[config.mk]
export PLATFORM = sky130hd
export DESIGN_NAME = tachometer_period_filter_rpm
export DESIGN_NICKNAME = d
export VERILOG_FILES = /design/src/rtl/tpfr_pkg.sv /design/src/rtl/tpfr_regs.sv /design/src/rtl/tpfr_div.sv /design/src/rtl/tachometer_period_filter_rpm.sv
export VERILOG_INCLUDE_DIRS = /design/src /design/src/rtl
export SDC_FILE = /design/constraint.sdc
export NUM_CORES = 1
export LEC_CHECK = 0
export BUFFER_PORTS_ARGS = -buffer_cell sky130_fd_sc_hd__buf_2
export CORE_MARGIN = 2
export CORE_UTILIZATION = 30
export CTS_CLUSTER_DIAMETER = 200
export DETAILED_ROUTE_END_ITERATION = 16
export PLACE_DENSITY = 0.44
export SYNTH_ARGS = -nofsm -noshare
export SYNTH_HDL_FRONTEND = slang
export SYNTH_SLANG_ARGS = --single-unit
export TNS_END_PERCENT = 20
[constraint.sdc]
create_clock -name clk -period 6.81 [get_ports clk]
set_clock_uncertainty 0.05 [all_clocks]
set_input_delay 0.681 -clock clk [delete_from_list [all_inputs] [get_ports clk]]
set_output_delay 0.681 -clock clk [all_outputs]
set_load 0.05 [all_outputs]
[src/rtl/assert_macros.svh]
// assertion macros shared by the tachometer rtl
`ifndef ASSERT_MACROS_SVH
`define ASSERT_MACROS_SVH
`ifndef SYNTHESIS
// same-cycle implication, disabled during reset
`define ASSERT_IMP(lbl, clk, rst_n, ante, cons, msg) \
    lbl: assert property (@(posedge clk) disable iff (!rst_n) (ante) |-> (cons)) \
        else $error(msg);
// next-cycle implication, disabled during reset
`define ASSERT_NXT(lbl, clk, rst_n, ante, cons, msg) \
    lbl: assert property (@(posedge clk) disable iff (!rst_n) (ante) |=> (cons)) \
        else $error(msg);
`else
`define ASSERT_IMP(lbl, clk, rst_n, ante, cons, msg)
`define ASSERT_NXT(lbl, clk, rst_n, ante, cons, msg)
`endif
`endif

[src/rtl/tpfr_pkg.sv]
// types and constants of the tachometer period filter
package tpfr_pkg;

    // register map
    localparam int ADDR_W = 4;
    localparam logic [ADDR_W-1:0] ADDR_LOW_BOUND  = 4'h0;
    localparam logic [ADDR_W-1:0] ADDR_HIGH_BOUND = 4'h4;
    localparam logic [ADDR_W-1:0] ADDR_TICKS_MIN  = 4'h8;

    // reset values of the registers
    localparam logic [31:0] LOW_BOUND_RST  = 32'd200;
    localparam logic [31:0] HIGH_BOUND_RST = 32'd200000;
    localparam logic [31:0] TICKS_MIN_RST  = 32'd60000000;

    // item modes
    localparam logic MODE_PULSE = 1'b0;
    localparam logic MODE_CLEAR = 1'b1;

    // divider: one quotient bit per step
    localparam int QUO_W     = 32;
    localparam int DIV_STEPS = QUO_W;
    localparam int CNT_W     = $clog2(DIV_STEPS);

    typedef struct packed {
        logic [31:0] low_bound;
        logic [31:0] high_bound;
        logic [31:0] ticks_per_minute;
    } cfg_t;

    typedef struct packed {
        logic             start;
        logic [QUO_W-1:0] dividend;
    } div_req_t;

    typedef struct packed {
        logic busy;
        logic done;
    } div_stat_t;

endpackage

[src/rtl/tpfr_regs.sv]
// configuration registers behind the apb port
module tpfr_regs
    import tpfr_pkg::*;
(
    input  logic              clk,
    input  logic              rst_n,
    input  logic              psel,
    input  logic              penable,
    input  logic              pwrite,
    input  logic [ADDR_W-1:0] paddr,
    input  logic [31:0]       pwdata,
    output logic [31:0]       prdata,
    output logic              pready,
    output cfg_t              cfg
);

    cfg_t cfg_reg;
    logic wr_en;

    assign pready = 1'b1;
    assign wr_en  = psel && penable && pwrite && pready;
    assign cfg    = cfg_reg;

    // register writes
    always_ff @(posedge clk or negedge rst_n)
    begin
        if (!rst_n)
        begin
            cfg_reg.low_bound        <= LOW_BOUND_RST;
            cfg_reg.high_bound       <= HIGH_BOUND_RST;
            cfg_reg.ticks_per_minute <= TICKS_MIN_RST;
        end
        else if (wr_en)
        begin
            unique case (paddr)
                ADDR_LOW_BOUND:  cfg_reg.low_bound        <= pwdata;
                ADDR_HIGH_BOUND: cfg_reg.high_bound       <= pwdata;
                ADDR_TICKS_MIN:  cfg_reg.ticks_per_minute <= pwdata;
                default:         ;
            endcase
        end
    end

    // read mux
    always_comb
    begin
        unique case (paddr)
            ADDR_LOW_BOUND:  prdata = cfg_reg.low_bound;
            ADDR_HIGH_BOUND: prdata = cfg_reg.high_bound;
            ADDR_TICKS_MIN:  prdata = cfg_reg.ticks_per_minute;
            default:         prdata = 32'd0;
        endcase
    end

endmodule

[src/rtl/tpfr_div.sv]
// radix-2 restoring divider, one quotient bit per cycle
`include "assert_macros.svh"
module tpfr_div
    import tpfr_pkg::*;
#(
    parameter int DIVISOR_W = 32
)
(
    input  logic                 clk,
    input  logic                 rst_n,
    input  div_req_t             req,
    input  logic [DIVISOR_W-1:0] divisor,
    output div_stat_t            stat,
    output logic [QUO_W-1:0]     quotient
);

    logic                 busy_reg;
    logic                 done_reg;
    logic [CNT_W-1:0]     cnt_reg;
    logic [DIVISOR_W-1:0] div_reg;
    logic [DIVISOR_W-1:0] rem_reg;
    logic [QUO_W-1:0]     quo_reg;

    logic [DIVISOR_W:0]   trial;
    logic [DIVISOR_W:0]   diff;
    logic                 ge;
    logic [DIVISOR_W-1:0] rem_next;
    logic                 last_step;

    // one shift-subtract step
    always_comb
    begin
        trial     = {rem_reg, quo_reg[QUO_W-1]};
        diff      = trial - {1'b0, div_reg};
        ge        = (trial >= {1'b0, div_reg});
        rem_next  = ge ? diff[DIVISOR_W-1:0] : trial[DIVISOR_W-1:0];
        last_step = (cnt_reg == CNT_W'(DIV_STEPS - 1));
    end

    // step control
    always_ff @(posedge clk or negedge rst_n)
    begin
        if (!rst_n)
        begin
            busy_reg <= 1'b0;
            done_reg <= 1'b0;
            cnt_reg  <= '0;
        end
        else
        begin
            done_reg <= 1'b0;
            if (req.start)
            begin
                busy_reg <= 1'b1;
                cnt_reg  <= '0;
            end
            else if (busy_reg)
            begin
                cnt_reg <= cnt_reg + CNT_W'(1);
                if (last_step)
                begin
                    busy_reg <= 1'b0;
                    done_reg <= 1'b1;
                end
            end
        end
    end

    // operands and partial results
    always_ff @(posedge clk)
    begin
        if (req.start)
        begin
            div_reg <= divisor;
            rem_reg <= '0;
            quo_reg <= req.dividend;
        end
        else if (busy_reg)
        begin
            rem_reg <= rem_next;
            quo_reg <= {quo_reg[QUO_W-2:0], ge};
        end
    end

    assign stat.busy = busy_reg;
    assign stat.done = done_reg;
    assign quotient  = quo_reg;

    `ASSERT_NXT(a_start_busy, clk, rst_n, req.start, busy_reg, "divider did not start")
    `ASSERT_NXT(a_done_idle, clk, rst_n, done_reg && !req.start, !busy_reg, "busy after done")
    `ASSERT_IMP(a_done_excl, clk, rst_n, done_reg, !busy_reg, "done while busy")

endmodule

[src/rtl/tachometer_period_filter_rpm.sv]
// top level of the tachometer period filter and speed calculation
// Usage:
//   Input stream s_*: one item per tachometer event. s_tuser is the mode
//   (0 pulse with period, 1 clear speed values), s_tdata the raw period in
//   ticks. Output stream m_*: one result item per input item with speed,
//   filtered period and pulse count in m_tdata, the speed-updated flag in
//   m_tuser. Configuration via the apb port: low bound, high bound and
//   ticks per minute at byte addresses 0, 4 and 8.
// Sequencing:
//   An item that updates the speed runs the 32-step iterative divider; its
//   quotient goes into the speed register and then, in ST_DONE, into the
//   output register once that is free. Other items go from ST_IDLE straight
//   to ST_DONE. No new item is taken until the last one has left ST_DONE:
//   s_tready is high only while no item is in work.
// Reset clears filtered period, speed, pulse count and the output valid,
// and loads the register defaults.
// A stalled receiver holds the result in the output register; one more item
// is accepted meanwhile and its result waits until the register is taken.
`include "assert_macros.svh"
module tachometer_period_filter_rpm
    import tpfr_pkg::*;
#(
    parameter int PERIOD_BITS = 32
)
(
    input  logic              clk,
    input  logic              rst_n,
    // input items
    input  logic              s_tvalid,
    output logic              s_tready,
    input  logic [31:0]       s_tdata,   // [31:0] period_ticks
    input  logic              s_tuser,   // [0] mode
    // result items
    output logic              m_tvalid,
    input  logic              m_tready,
    output logic [95:0]       m_tdata,   // [31:0] speed_rpm, [63:32] smoothed_period,
                                         // [95:64] pulse_total
    output logic              m_tuser,   // [0] in_range
    // configuration
    input  logic              psel,
    input  logic              penable,
    input  logic              pwrite,
    input  logic [ADDR_W-1:0] paddr,
    input  logic [31:0]       pwdata,
    output logic [31:0]       prdata,
    output logic              pready
);

    localparam int RAW_W = (PERIOD_BITS < 32) ? PERIOD_BITS : 32;
    localparam logic [32:0] LIM_W = (33'd1 << RAW_W) - 33'd1;
    localparam logic [31:0] RAW_LIM = LIM_W[31:0];

    typedef enum logic [1:0] {
        ST_IDLE,
        ST_DIV,
        ST_DONE
    } state_t;

    state_t      state_reg;
    logic [31:0] smooth_reg;
    logic [31:0] speed_reg;
    logic [31:0] pulse_reg;
    logic        upd_reg;
    logic        m_tvalid_reg;
    logic [95:0] m_tdata_reg;
    logic        m_tuser_reg;

    cfg_t        cfg;
    div_req_t    div_req;
    div_stat_t   div_stat;
    logic [QUO_W-1:0] quotient;

    logic        accept;
    logic [31:0] raw_sat;
    logic [33:0] filt_sum;
    logic [31:0] smooth_new;
    logic        in_rng;
    logic        out_free;

    // configuration registers
    tpfr_regs u_regs (
        .clk     (clk),
        .rst_n   (rst_n),
        .psel    (psel),
        .penable (penable),
        .pwrite  (pwrite),
        .paddr   (paddr),
        .pwdata  (pwdata),
        .prdata  (prdata),
        .pready  (pready),
        .cfg     (cfg)
    );

    // divider for the speed calculation
    tpfr_div #(
        .DIVISOR_W (RAW_W)
    ) u_div (
        .clk      (clk),
        .rst_n    (rst_n),
        .req      (div_req),
        .divisor  (raw_sat[RAW_W-1:0]),
        .stat     (div_stat),
        .quotient (quotient)
    );

    // filter and range check on the incoming item
    always_comb
    begin
        raw_sat    = (s_tdata > RAW_LIM) ? RAW_LIM : s_tdata;
        filt_sum   = {2'b00, raw_sat} + {1'b0, smooth_reg, 1'b0} + {2'b00, smooth_reg};
        smooth_new = filt_sum[33:2];
        in_rng     = (smooth_new > cfg.low_bound) && (smooth_new < cfg.high_bound)
                     && (raw_sat != 32'd0);
    end

    assign s_tready         = (state_reg == ST_IDLE);
    assign accept           = s_tvalid && s_tready;
    assign div_req.start    = accept && (s_tuser == MODE_PULSE) && in_rng;
    assign div_req.dividend = cfg.ticks_per_minute;
    assign out_free         = !m_tvalid_reg || m_tready;

    // sequencer, speed state and output register
    always_ff @(posedge clk or negedge rst_n)
    begin
        if (!rst_n)
        begin
            state_reg    <= ST_IDLE;
            smooth_reg   <= '0;
            speed_reg    <= '0;
            pulse_reg    <= '0;
            upd_reg      <= 1'b0;
            m_tvalid_reg <= 1'b0;
            m_tdata_reg  <= '0;
            m_tuser_reg  <= 1'b0;
        end
        else
        begin
            // a taken result frees the register unless a new one loads now
            if (m_tvalid_reg && m_tready && (state_reg != ST_DONE))
            begin
                m_tvalid_reg <= 1'b0;
            end
            unique case (state_reg)
                ST_IDLE:
                begin
                    if (accept)
                    begin
                        if (s_tuser == MODE_CLEAR)
                        begin
                            smooth_reg <= '0;
                            speed_reg  <= '0;
                            upd_reg    <= 1'b0;
                            state_reg  <= ST_DONE;
                        end
                        else
                        begin
                            smooth_reg <= smooth_new;
                            pulse_reg  <= pulse_reg + 32'd1;
                            upd_reg    <= in_rng;
                            state_reg  <= in_rng ? ST_DIV : ST_DONE;
                        end
                    end
                end
                ST_DIV:
                begin
                    if (div_stat.done)
                    begin
                        speed_reg <= quotient;
                        state_reg <= ST_DONE;
                    end
                end
                ST_DONE:
                begin
                    if (out_free)
                    begin
                        m_tvalid_reg <= 1'b1;
                        m_tdata_reg  <= {pulse_reg, smooth_reg, speed_reg};
                        m_tuser_reg  <= upd_reg;
                        state_reg    <= ST_IDLE;
                    end
                    else if (m_tvalid_reg && m_tready)
                    begin
                        m_tvalid_reg <= 1'b0;
                    end
                end
                default:
                begin
                    state_reg <= ST_IDLE;
                end
            endcase
        end
    end

    assign m_tvalid = m_tvalid_reg;
    assign m_tdata  = m_tdata_reg;
    assign m_tuser  = m_tuser_reg;

    `ASSERT_IMP(a_div_in_state, clk, rst_n, div_stat.busy, state_reg == ST_DIV, "busy off div")
    `ASSERT_IMP(a_ready_div_idle, clk, rst_n, s_tready, !div_stat.busy, "ready while dividing")
    `ASSERT_IMP(a_upd_bounds, clk, rst_n, m_tvalid_reg && m_tuser_reg,
        (m_tdata_reg[63:32] > cfg.low_bound) && (m_tdata_reg[63:32] < cfg.high_bound),
        "speed update out of bounds")

endmodule

==> flow_summary.toml <==
[worst_setup_path]
crit_path_max_incr_delay_ns = 0.55
cp-end-kind = "flop"
ff2ff_setup_slack_ns = 0.67
path_cells = "fa_1 > ha_1 > o21ai_0 > a211o_1 > nor4_2 > o2111ai_1 > a31oi_1 > o21a_1 > nor2_1 > xnor2_1 > ha_1 > nand2_1 > nor2_1 > nand2_1 > nor3_1 > a22oi_1 > nor4b_1 > and4_4 > buf_12 > buf_4"
start_kind = "flop"
worstSetupPathType = "flop to flop"
crit_slowest_cell = "and4_4"
crit-reg2reg-launch = "smooth_reg[11]"
r2r_end = "u_div.div_reg[3]"
cp_data_required_time_ns = 7.05
cp_max_fo = 33
cp.arrival_ns = 6.38
rr_worst_depth = 20

[sta]
postLayoutSetupSlackWorst_ns = 0.672
whs_ns = -0.0138
period_minus_slack_ns = 6.14
relSlewSlack_pct = 34.9
drv_slew = 0
finalSetupViolCount = 0
rsz0062_at_grt = "no"
post-route-period-util_pct = 90.1
fmax_mhz = 163
tightest_slew_ns = 0.977
hold_viol_final = 3
tns_ns = 0

[status]
status = "complete, but fails checks"
failed_checks = "hold timing"

[floorplan]
num_rows = 97
dieArea_mm2 = 0.0730
die_h_um = 270
ios = 208
die_w_um = 270
initial_core_util_pct = 30.3
fp.coreArea_mm2 = 0.0700

[yosys]
synth_cell_types = 94
synth-seq-cells = 396
yosysTopAreaCellShare_pct = 33.1
ys_seq_area_share_pct = 47.5
synth_area_leader_cell = "dfrtp_1"
netlist_area_mm2 = 0.0212
async_reset_ff_share_pct = 75.8
synth_edf_count = 64
synth_area_leaders = "dfrtp_1 (33%), edfxtp_1 (9.0%), mux2_2 (8.2%), ha_1 (7.6%), fa_1 (3.1%)"
synth_nets = 2144
avgSynthCellArea_um2 = 11.1
yosysWarnings = 0
synth_flop_cell = "dfrtp_1"
synth_cells = 1906

[finish]
num-nets-final = 2341
utilization_pct = 35.6
drive_above_1_share_pct = 24.2
area_delta_synth_final_pct = 17.3

[global_route]
grtUsageTotal_pct = 17.1
grt_start_max_net_pins = 130
globalRouteOverflowTotal = 0
grt_pass1_vias = 15800
antenna_found_initial = 7
grt_pass1_wl_mm = 97.6

[power]
peakVddDrop_uv = 178
swShare_pct = 42.8
p_switching_mw = 4.89
pwr-share-comb_pct = 48.9
power_mw = 11.4
pwr-share-seq_pct = 28.4
cellPowerDensity_mw_per_mm2 = 458
p_leak_nw = 12.0
power_frac_clock_pct = 22.7
internal-power_mw = 6.52

[cts]
numCtsBuffers = 48
clockRootBuffer = "clkbuf_16"
cts.sinks = 396
h-tree-depth = 2
path_clk_slew_ns = 0.06
clockBufferDepth = 3
hold_buffers = 0
clock_latency_ns = 0.60
cts_tree = "yes"

[detailed_routing]
viasPerCell = 5.06
via_count = 15600
highest_layer = "met5"
drc = 0
drt_pass1_iterations = 8
wl_met3_mm = 2.79
ant_nets = 0
drtIter0Drc = 1109
m1WireLength_mm = 30.1
routedWlPerCell_um = 20.3
finalWirelength_mm = 62.8
wl_met2_mm = 28.3

[place]
dp_slack_ns = 0.180
hpwl_mm = 45.8
gp_congestion = 0.828
port_buffers = 206

[run]
cap_violations = 0

[worst_hold_path]
worstHoldPathType = "input pin to async pin"
## final cells by class
type	count	area, um2
multi-input cells	1283	10200
inverters	141	529
clock buffers	67	1400
clock inverters	23	195
fillers	7087	45100
well taps	940	1180
diodes	5	12.5
flip-flops and latches	396	10100
repair buffers	233	1290
## routing by layer
layer	vias to the layer above	GRT usage, %
met5	-	0
met4	2	4.47
met3	84	2.56
met2	375	26.9
met1	7828	24.6
li1	7330	-
## logic make-up (layout without fill, tap and decap cells)
| group | count (synthesis) | in the layout | synth area share (%) |
|---|---|---|---|
| buf+inv | 227 | 464 | 4.55 |
| mux | 181 | 181 | 9.48 |
| xor+xnor | 82 | 82 | 3.38 |
| flops | 396 | 396 | 47.5 |
| other cells | 1 | 6 | 0.0177 |
| compound gates | 445 | 445 | 14.8 |
| fa+ha+maj | 162 | 162 | 10.7 |
| simple gates | 412 | 412 | 9.52 |
## through the flow
| step | hold slack, ns | instance area (um2) | cells |
|---|---|---|---|
| floorplan | 0.335 | 21200 | 1906 |
| global placement | 0.411 | 23300 | 2993 |
| detailed placement | 0.414 | 23300 | 2993 |
| CTS | 0.000608 | 24900 | 3083 |
| global route | 0.0241 | 24900 | 3087 |
| finish | -0.0138 | 24900 | 3088 |
## timing repair
| item | CTS | global route |
|---|---|---|
| endpoints found under the hold margin | 0 | 0 |
| setup endpoints to repair | 0 | 31 |
| setup buffers | 0 | 0 |
| resized for setup | 0 | 1 |
## Yosys cell counts, drive strengths merged (5+ instances only)
master and n:
a311oi 11, buf 26, nand2b 17, mux2 162, xnor2 51, a22o 61, dfstp 19, nand3 38
o21a 10, mux2i 19, a222oi 32, nor2b 12, dfrtp 281, o2111ai 6, a211o 5, a21o 45
and4 7, clkbuf 59, dfxtp 32, nand2 145, o211ai 14, ha 129, edfxtp 64, o21ai 109
or3 6, a31oi 11, and2 11, nor4 15, a21oi 71, nand4 23, fa 33, xor2 31
a211oi 25, o21bai 9, inv 141, nor3 18, and3 13, nor2 87
## power by group through the flow
stage                     logic [mW]  registers (mW)  clock network [mW]
after detailed placement        5.58            3.29                   0
after global placement          5.49            3.28                   0
after floorplan                 3.76            3.49                   0
final                           5.57            3.24                2.59
after global routing            6.24            3.30                2.77
after CTS                       5.62            3.25                2.68
## cell usage in the layout (no fill, tap or decap), types with 14 or more instances in the layout
master	count
nand2b_1	16
clkbuf_16	50
o21ai_0	99
a211oi_1	25
xnor2_1	51
nand4_1	23
ha_1	129
o211ai_1	14
buf_2	205
a21o_1	43
a21oi_1	70
fa_1	33
a22o_1	61
dfxtp_1	32
a222oi_1	32
nand2_1	144
dfstp_2	19
nor3_1	17
nor2_1	84
mux2_2	155
edfxtp_1	64
xor2_1	31
nand3_1	36
buf_4	23
inv_1	141
dfrtp_1	280
mux2i_1	19
## how the worst max path moves through the flow
stage / to / slack (ns) / cells after the start / startpoint
2_1_floorplan: u_div.div_reg[0] / 0.63 / 21 / s_tdata[5]
3_3_place_gp: u_div.quotient[4] / 0.35 / 21 / s_tdata[11]
3_5_place_dp: u_div.div_reg[5] / 0.18 / 21 / s_tdata[12]
4_1_cts: u_div.div_reg[3] / 0.49 / 20 / smooth_reg[11]
5_1_grt: u_div.quotient[28] / 0.16 / 20 / smooth_reg[11]
6_report: u_div.div_reg[3] / 0.67 / 20 / smooth_reg[11]
## critical path: cells and delay by family, from the launching register on
| kind | cells | cell delay, ns |
|---|---|---|
| simple gates | 8 | 1.61 |
| compound gates | 6 | 1.49 |
| fa+ha+maj | 3 | 1.23 |
| buf+inv | 2 | 0.51 |
| flops | 1 | 0.48 |
| xor+xnor | 1 | 0.40 |
(Power assumes the default switching activity.)
